<file path="config.mk">
export PLATFORM = sky130hd
export DESIGN_NAME = unix_ms_to_calendar_date_core
export DESIGN_NICKNAME = d
export VERILOG_FILES = /design/src/ums2cd_pkg.sv /design/src/unix_ms_to_calendar_date_core.sv
export SDC_FILE = /design/constraint.sdc
export NUM_CORES = 1
export LEC_CHECK = 0
export BUFFER_PORTS_ARGS = -buffer_cell sky130_fd_sc_hd__buf_2
export CORE_ASPECT_RATIO = 0.9
export CORE_UTILIZATION = 45
export CTS_BUF_LIST = sky130_fd_sc_hd__clkbuf_4 sky130_fd_sc_hd__clkbuf_8
export CTS_CLUSTER_DIAMETER = 200
export DETAILED_ROUTE_END_ITERATION = 16
export PLACE_DENSITY = 0.63
export SLEW_MARGIN = 20
export SYNTH_ARGS = -nofsm -noshare
export SYNTH_HDL_FRONTEND = slang
export SYNTH_SLANG_ARGS = --single-unit
</file>
<file path="constraint.sdc">
create_clock -name clk -period 6.2 [get_ports clk]
set_input_delay 1.24 -clock clk [delete_from_list [all_inputs] [get_ports clk]]
set_output_delay 1.24 -clock clk [all_outputs]
set_load 0.01 [all_outputs]
</file>
<file path="src/ums2cd_pkg.sv">
`timescale 1ns / 1ps

package ums2cd_pkg;

  localparam int unsigned TS_W   = 48;  // input timestamp width
  localparam int unsigned REM_W  = 27;  // divider remainder width
  localparam int unsigned DAYS_W = 22;  // whole days, also the walk register
  localparam int unsigned YEAR_W = 14;
  localparam int unsigned CNT_W  = 6;

  // Divider passes, each one restoring bit-serial division by a constant
  typedef enum logic [1:0] {
    PH_DAY = 2'd0,  // ms / 86400000
    PH_SEC = 2'd1,  // ms of day / 1000
    PH_MIN = 2'd2,  // seconds of day / 60
    PH_HR  = 2'd3   // minutes of day / 60
  } div_phase_t;

  typedef enum logic [7:0] {
    ST_IDLE = 8'b0000_0001,
    ST_DIV  = 8'b0000_0010,
    ST_ERA  = 8'b0000_0100,
    ST_CENT = 8'b0000_1000,
    ST_BLK  = 8'b0001_0000,
    ST_YR   = 8'b0010_0000,
    ST_MON  = 8'b0100_0000,
    ST_DONE = 8'b1000_0000
  } state_t;

  // Days from 0000-03-01 (proleptic Gregorian) to 1970-01-01
  localparam logic [DAYS_W-1:0] EPOCH_SHIFT  = 22'd719468;
  localparam logic [DAYS_W-1:0] DAYS_ERA     = 22'd146097;
  localparam logic [DAYS_W-1:0] DAYS_CENTURY = 22'd36524;
  localparam logic [DAYS_W-1:0] DAYS_QUAD    = 22'd1461;
  localparam logic [DAYS_W-1:0] DAYS_YEAR    = 22'd365;

  localparam logic [YEAR_W-1:0] YEARS_ERA     = 14'd400;
  localparam logic [YEAR_W-1:0] YEARS_CENTURY = 14'd100;
  localparam logic [YEAR_W-1:0] YEARS_QUAD    = 14'd4;

  localparam logic [CNT_W-1:0] CENT_MAX = 6'd3;
  localparam logic [CNT_W-1:0] QUAD_MAX = 6'd24;
  localparam logic [CNT_W-1:0] YEAR_MAX = 6'd3;
  localparam logic [CNT_W-1:0] MON_MAX  = 6'd11;

  function automatic logic [REM_W-1:0] divisor(input div_phase_t ph);
    logic [REM_W-1:0] d;
    unique case (ph)
      PH_DAY:  d = 27'd86400000;
      PH_SEC:  d = 27'd1000;
      PH_MIN:  d = 27'd60;
      PH_HR:   d = 27'd60;
      default: d = 27'd60;
    endcase
    return d;
  endfunction

  // Last step index of each pass (dividend width minus one)
  function automatic logic [CNT_W-1:0] last_step(input div_phase_t ph);
    logic [CNT_W-1:0] n;
    unique case (ph)
      PH_DAY:  n = 6'd47;
      PH_SEC:  n = 6'd26;
      PH_MIN:  n = 6'd16;
      PH_HR:   n = 6'd10;
      default: n = 6'd10;
    endcase
    return n;
  endfunction

  // Month lengths with the year starting in March; February last
  function automatic logic [4:0] mar_month_len(input logic [3:0] mp);
    logic [4:0] len;
    case (mp) inside
      4'd0, 4'd2, 4'd4, 4'd5, 4'd7, 4'd9, 4'd10: len = 5'd31;
      4'd11:   len = 5'd29;
      default: len = 5'd30;
    endcase
    return len;
  endfunction

endpackage

</file>
<file path="src/unix_ms_to_calendar_date_core.sv">
`timescale 1ns / 1ps

// Unix millisecond time to Gregorian date and UTC time of day. One 48-bit
// item in, one result out (year, month, day_of_month, hour, minute, second);
// milliseconds are dropped. A single restoring divider works one quotient bit
// per cycle through four passes: ms/86400000, ms-of-day/1000, seconds/60 and
// minutes/60. The day count is then rebased to a March-based calendar and
// walked off by one subtract per cycle in strides of 400 years (up to 27),
// 100 years (up to 3), 4 years (up to 24), 1 year (up to 3) and months (up
// to 11). One item is in flight at a time; in_ready is high only when the
// block is idle. The result sits in an output register, so a new item can be
// taken while it waits.
module unix_ms_to_calendar_date_core
  import ums2cd_pkg::*;
(
  input  logic        clk,
  input  logic        rst_n,
  input  logic        in_valid,
  output logic        in_ready,
  input  logic [47:0] in_timestamp_ms,
  output logic        out_valid,
  input  logic        out_ready,
  output logic [13:0] out_year,
  output logic [3:0]  out_month,
  output logic [4:0]  out_day_of_month,
  output logic [4:0]  out_hour,
  output logic [5:0]  out_minute,
  output logic [5:0]  out_second
);

  state_t            state_r, state_nxt;
  div_phase_t        phase_r, phase_nxt;
  logic [CNT_W-1:0]  cnt_r, cnt_nxt;
  logic [TS_W-1:0]   num_r, num_nxt;     // dividend in, quotient out
  logic [REM_W-1:0]  rem_r, rem_nxt;
  logic [DAYS_W-1:0] days_r, days_nxt;   // whole days, then walk remainder
  logic [YEAR_W-1:0] year_r, year_nxt;
  logic [5:0]        sec_r, sec_nxt;
  logic [5:0]        min_r, min_nxt;
  logic [4:0]        hr_r, hr_nxt;

  logic              out_valid_r, out_valid_nxt;
  logic [13:0]       o_year_r, o_year_nxt;
  logic [3:0]        o_month_r, o_month_nxt;
  logic [4:0]        o_day_r, o_day_nxt;
  logic [4:0]        o_hour_r, o_hour_nxt;
  logic [5:0]        o_min_r, o_min_nxt;
  logic [5:0]        o_sec_r, o_sec_nxt;

  // divider step
  logic [REM_W:0]    rem_sh;
  logic [REM_W:0]    dvs;
  logic              q_bit;
  logic [REM_W-1:0]  rem_step;
  logic [TS_W-1:0]   quo;

  // walk step
  logic [DAYS_W-1:0] stride;
  logic [YEAR_W-1:0] yr_add;
  logic [CNT_W-1:0]  limit;
  logic              take;
  logic [DAYS_W-1:0] walk_sub;
  logic              slot_free;

  assign rem_sh   = {rem_r, num_r[TS_W-1]};
  assign dvs      = {1'b0, divisor(phase_r)};
  assign q_bit    = (rem_sh >= dvs);
  assign rem_step = q_bit ? REM_W'(rem_sh - dvs) : rem_sh[REM_W-1:0];
  assign quo      = {num_r[TS_W-2:0], q_bit};

  // stride and step limit of the current walk level
  always_comb begin
    stride = DAYS_YEAR;
    yr_add = 14'd1;
    limit  = YEAR_MAX;
    case (state_r)
      ST_ERA: begin
        stride = DAYS_ERA;
        yr_add = YEARS_ERA;
        limit  = {CNT_W{1'b1}};
      end
      ST_CENT: begin
        stride = DAYS_CENTURY;
        yr_add = YEARS_CENTURY;
        limit  = CENT_MAX;
      end
      ST_BLK: begin
        stride = DAYS_QUAD;
        yr_add = YEARS_QUAD;
        limit  = QUAD_MAX;
      end
      ST_MON: begin
        stride = {{(DAYS_W-5){1'b0}}, mar_month_len(cnt_r[3:0])};
        yr_add = '0;
        limit  = MON_MAX;
      end
      default: ;
    endcase
  end

  // era count is unbounded by the counter; it is limited by the day range
  assign take      = (days_r >= stride) &&
                     ((state_r == ST_ERA) || (cnt_r < limit));
  assign walk_sub  = days_r - stride;
  assign slot_free = !out_valid_r || out_ready;
  assign in_ready  = (state_r == ST_IDLE);

  always_comb begin
    state_nxt     = state_r;
    phase_nxt     = phase_r;
    cnt_nxt       = cnt_r;
    num_nxt       = num_r;
    rem_nxt       = rem_r;
    days_nxt      = days_r;
    year_nxt      = year_r;
    sec_nxt       = sec_r;
    min_nxt       = min_r;
    hr_nxt        = hr_r;
    out_valid_nxt = out_valid_r && !out_ready;
    o_year_nxt    = o_year_r;
    o_month_nxt   = o_month_r;
    o_day_nxt     = o_day_r;
    o_hour_nxt    = o_hour_r;
    o_min_nxt     = o_min_r;
    o_sec_nxt     = o_sec_r;

    unique case (state_r) inside
      ST_IDLE: begin
        if (in_valid) begin
          num_nxt   = in_timestamp_ms;
          rem_nxt   = '0;
          phase_nxt = PH_DAY;
          cnt_nxt   = '0;
          state_nxt = ST_DIV;
        end
      end

      ST_DIV: begin
        num_nxt = quo;
        rem_nxt = rem_step;
        cnt_nxt = cnt_r + 1'b1;
        if (cnt_r == last_step(phase_r)) begin
          cnt_nxt = '0;
          rem_nxt = '0;
          case (phase_r)
            PH_DAY: begin
              days_nxt  = quo[DAYS_W-1:0];
              num_nxt   = {rem_step, {(TS_W-REM_W){1'b0}}};
              phase_nxt = PH_SEC;
            end
            PH_SEC: begin
              num_nxt   = {quo[16:0], {(TS_W-17){1'b0}}};
              phase_nxt = PH_MIN;
            end
            PH_MIN: begin
              sec_nxt   = rem_step[5:0];
              num_nxt   = {quo[10:0], {(TS_W-11){1'b0}}};
              phase_nxt = PH_HR;
            end
            default: begin
              min_nxt   = rem_step[5:0];
              hr_nxt    = quo[4:0];
              days_nxt  = days_r + EPOCH_SHIFT;
              year_nxt  = '0;
              state_nxt = ST_ERA;
            end
          endcase
        end
      end

      ST_ERA, ST_CENT, ST_BLK, ST_YR: begin
        if (take) begin
          days_nxt = walk_sub;
          year_nxt = year_r + yr_add;
          cnt_nxt  = cnt_r + 1'b1;
        end else begin
          cnt_nxt = '0;
          case (state_r)
            ST_ERA:  state_nxt = ST_CENT;
            ST_CENT: state_nxt = ST_BLK;
            ST_BLK:  state_nxt = ST_YR;
            default: state_nxt = ST_MON;
          endcase
        end
      end

      ST_MON: begin
        if (take) begin
          days_nxt = walk_sub;
          cnt_nxt  = cnt_r + 1'b1;
        end else begin
          state_nxt = ST_DONE;
        end
      end

      ST_DONE: begin
        // cnt holds the March-based month; January and February close the year
        if (slot_free) begin
          out_valid_nxt = 1'b1;
          o_year_nxt    = year_r + {13'd0, (cnt_r >= 6'd10)};
          o_month_nxt   = (cnt_r >= 6'd10) ? 4'(cnt_r - 6'd9) : 4'(cnt_r + 6'd3);
          o_day_nxt     = 5'(days_r + 1'b1);
          o_hour_nxt    = hr_r;
          o_min_nxt     = min_r;
          o_sec_nxt     = sec_r;
          state_nxt     = ST_IDLE;
        end
      end

      default: state_nxt = ST_IDLE;
    endcase
  end

  always_ff @(posedge clk) begin
    if (!rst_n) begin
      state_r     <= ST_IDLE;
      out_valid_r <= 1'b0;
    end else begin
      state_r     <= state_nxt;
      out_valid_r <= out_valid_nxt;
    end
  end

  always_ff @(posedge clk) begin
    phase_r   <= phase_nxt;
    cnt_r     <= cnt_nxt;
    num_r     <= num_nxt;
    rem_r     <= rem_nxt;
    days_r    <= days_nxt;
    year_r    <= year_nxt;
    sec_r     <= sec_nxt;
    min_r     <= min_nxt;
    hr_r      <= hr_nxt;
    o_year_r  <= o_year_nxt;
    o_month_r <= o_month_nxt;
    o_day_r   <= o_day_nxt;
    o_hour_r  <= o_hour_nxt;
    o_min_r   <= o_min_nxt;
    o_sec_r   <= o_sec_nxt;
  end

  assign out_valid        = out_valid_r;
  assign out_year         = o_year_r;
  assign out_month        = o_month_r;
  assign out_day_of_month = o_day_r;
  assign out_hour         = o_hour_r;
  assign out_minute       = o_min_r;
  assign out_second       = o_sec_r;

endmodule
</file>
==> summary.md <==
| Metric | Value |
|---|---|
| Final RePlAce weighted congestion | `0.910` |
| End of the worst hold path | `out_second[4]$_DFFE_PP_` |
| Post-CTS setup buffer count | `0` |
| Hold Crit Start | `sec_r[4]$_DFFE_PP_` |
| Die W | `169 um` |
| Initial antenna violation count | `0` |
| Post-route insts no fill | `1548` |
| Ys async rst share | `0%` |
| Max H-tree Level | `4` |
| Synthesis-to-finish area growth | `10.5%` |
| Switching Share | `31.3%` |
| Worst Setup End Kind | `flop` |
| Worst-path maximum fanout | `7` |
| Total GRT Usage | `22.9%` |
| CTS clk-pin slew, worst paths | `0.11 ns` |
| GR Overflow Total | `0` |
| Std cell rows | `54` |
| Detailed placement HPWL | `20600 um` |
| Total Die Area | `25800 sq um` |
| Nets@finish | `1313` |
| CTS tree | `done` |
| Flop2flop setup slack | `1.07 ns` |
| Via count | `8943` |
| Worst vdd ir | `110 uV` |
| Final min period | `5.13 ns` |
| Routed wire length | `29000 um` |
| Synth top area share | `46.6%` |
| Routed Antenna Nets | `0` |
| Largest area contributor in the synthesized netlist | `edfxtp_1` |
| Crit-path slowest cell | `nor3b_1` |
| Cts repair resizes | `0` |
| Fin Hold WS | `0.421 ns` |
| Clock Latency Late Sink | `0.50 ns` |
| Vias in the first global route | `8434` |
| N_diodes | `0` |
| Longest Clk Path Bufs | `2` |
| RSZ-0062 raised after global routing | `false` |
| Hold Fails Final Rpt | `0` |
| R2R depth | `15` |
| Syn_area_per_cell | `10.0 sq um` |
| Core area | `24500 sq um` |
| I/O pin cnt | `94` |
| Required time worst endpoint | `6.32 ns` |
| CTS Buf Count | `17` |
| Synth warn | `0` |
| Starting density of the core | `46.4%` |
| Chip Height | `153 um` |
| Placed Cells | `1515` |
| Relative slew slack | `27.3%` |
| Endpoints failing setup | `0` |
| Hold Crit Depth | `0` |
| Clock Sinks | `185` |
| Worst path cell trace | `nor4_1 -> nand2_1 -> or2_2 -> nor2_1 -> a21oi_1 -> ha_1 -> fa_1 -> nor2b_1 -> o211a_1 -> o211ai_1 -> a21o_1 -> a31o_2 -> a21oi_1 -> nor2_1 -> nor3b_1` |
| First DRT Iteration DRCs | `753` |
| Commonest cells in the netlist | `edfxtp_1 (176), nor2_1 (122), nand2_1 (113)` |
| Hold crit path type | `flop to flop` |
| CP max stage delay | `0.76 ns` |
| First-pass GRT wire length | `46200 um` |
| Sequential Power Share | `50.7%` |
| Setup CP Type | `flop to flop` |
| WL/cell | `18.7 um` |
| Reg2reg end | `cnt_r[3]$_DFFE_PP_` |
| Cell Int Power | `0.00206 W` |
| PwrDens | `239 nW/um^2` |
| Cells after Synth | `1130` |
| EDFF count, synth | `176` |
| Reg-to-Reg Start | `state_r[2]$_SDFFE_PN0P_` |
| Largest net degree at the start of global routing | `76` |
| CTS root buffer | `clkbuf_8` |
| Net Switching | `0.000939 W` |
| Share of power burned in combinational logic | `19.1%` |
| Status | `completed` |
| Max Freq | `195 MHz` |
| Synth top area cells | `edfxtp_1 (47%), ha_1 (6.6%), nor2_1 (4.0%)` |
| Syn Nets | `1244` |
| Port Buffers | `93` |
| Leak pwr | `4.74 nW` |
| Worst Tran Pin Value | `1.09 ns` |
| Post-synthesis sequential area ratio | `48.2%` |
| CTS Hold Buffers Added | `0` |
| Startpoint type of the worst setup path | `flop` |
| Detailed Routing Iterations Pass 1 | `5` |
| Layout Skew | `0.0322 ns` |
| Synthesis-stage register bit count | `185` |
| Fin crit share | `82.8%` |
| DRC viols | `0` |
| Setup Total Neg Slack | `0 ns` |
| Count leader, synth | `edfxtp_1` |
| Synth unique cells | `79` |
| Main flop type after synthesis | `edfxtp_1` |
| Layout cells sized above 1 | `13.6%` |
| Worst Path Arrival | `5.25 ns` |
| Via density | `5.78` |
| Clock power frac | `30.2%` |
| Max-Cap Viols | `0` |
| Max-slew violation count | `0` |
| Mapped Area | `11300 sq um` |
-- state kept, by name (all words and copies together) (netlist names), 8 cells and up --
register  count
year_r       14
rem_r        27
out_year     14
state_r       8
num_r        48
days_r       22
-- power by group through the flow --
stage / logic [W] / clock network [W] / registers, W
after detailed placement: 0.000567 / 0 / 0.00155
after floorplan: 0.000444 / 0 / 0.00152
after CTS: 0.000570 / 0.000918 / 0.00152
final: 0.000573 / 0.000904 / 0.00152
after global routing: 0.000634 / 0.000960 / 0.00153
after global placement: 0.000560 / 0 / 0.00154
-- cell families (layout without fill, tap and decap cells) --
| group | count (synthesis) | count (layout) | synth area share [%] |
|---|---|---|---|
| and+or+nand+nor | 394 | 394 | 16.7 |
| DFF | 185 | 185 | 48.2 |
| AOI/OAI and AO/OA | 297 | 297 | 17.0 |
| adders and majority gates | 63 | 63 | 7.06 |
| buffers and inverters | 96 | 178 | 3.60 |
| muxes | 12 | 12 | 1.07 |
| xor gates and xnor gates | 83 | 83 | 6.41 |
-- placed cells by master (no fill, tap or decap), drive strengths merged, types with 5 or more instances in the layout --
| cell | instances |
|---|---|
| nor2b | 10 |
| o221ai | 6 |
| a221oi | 15 |
| and3 | 12 |
| nand3 | 29 |
| nor2 | 122 |
| nand2b | 14 |
| o21a | 20 |
| o211ai | 7 |
| ha | 60 |
| clkbuf | 17 |
| mux2i | 11 |
| nand4b | 5 |
| a211oi | 13 |
| o21ai | 90 |
| a21o | 13 |
| a31o | 5 |
| or3 | 11 |
| nand2 | 113 |
| a31oi | 5 |
| inv | 52 |
| nor4 | 9 |
| and4 | 5 |
| a21boi | 5 |
| dfxtp | 9 |
| a21oi | 73 |
| xor2 | 40 |
| o22ai | 6 |
| nand4 | 10 |
| buf | 103 |
| xnor2 | 43 |
| o31ai | 9 |
| edfxtp | 176 |
| nor3 | 31 |
-- layout make-up --
cell class                 count  area (sq um)
tap                          336           420
sequential                   185          5470
fill                        2288         11900
inverter                      43           166
timing repair buffer         103           561
clock buffer                  17           234
multi-input combinational    849          5500
clock inverter                15           196
-- layer usage --
layer,global-route usage (%),vias up,routed length [um]
met1,34.5,4273,14300
li1,-,4324,-
met5,0,-,0
met3,3.32,29,1730
met4,6.91,0,430
met2,33.8,317,12600
-- worst max-delay path, delay by kind of cell (launching register included) --
family	cells	cell delay [ns]
flops	1	0.37
compound gates	6	1.39
simple gates	7	2.40
fa+ha+maj	2	0.64
-- per-stage QoR --
| step | power (W) | area (sq um) | utilization (%) | setup WS [ns] |
|---|---|---|---|---|
| after floorplan | 0.00196 | 11300 | - | 1.90 |
| after global placement | 0.00210 | 12100 | 49.4 | 1.31 |
| after detailed placement | 0.00211 | 12100 | 49.4 | 1.17 |
| after CTS | 0.00301 | 12500 | 51.2 | 1.15 |
| after global routing | 0.00312 | 12500 | 51.3 | 0.744 |
| final | 0.00300 | 12500 | 51.3 | 1.07 |
-- worst max-delay path by stage --
| stage | slack [ns] | endpoint | from | cells past startpoint |
|---|---|---|---|---|
| finish | 1.07 | cnt_r[3]$_DFFE_PP_ | state_r[2]$_SDFFE_PN0P_ | 15 |
| global route | 0.74 | cnt_r[1]$_DFFE_PP_ | state_r[2]$_SDFFE_PN0P_ | 15 |
| CTS | 1.15 | cnt_r[2]$_DFFE_PP_ | state_r[2]$_SDFFE_PN0P_ | 15 |
| detailed placement | 1.17 | cnt_r[5]$_DFFE_PP_ | state_r[2]$_SDFFE_PN0P_ | 15 |
| global placement | 1.31 | cnt_r[4]$_DFFE_PP_ | state_r[2]$_SDFFE_PN0P_ | 15 |
| floorplan | 1.90 | cnt_r[0]$_DFFE_PP_ | state_r[2]$_SDFFE_PN0P_ | 15 |
(Power assumes the default switching activity.)
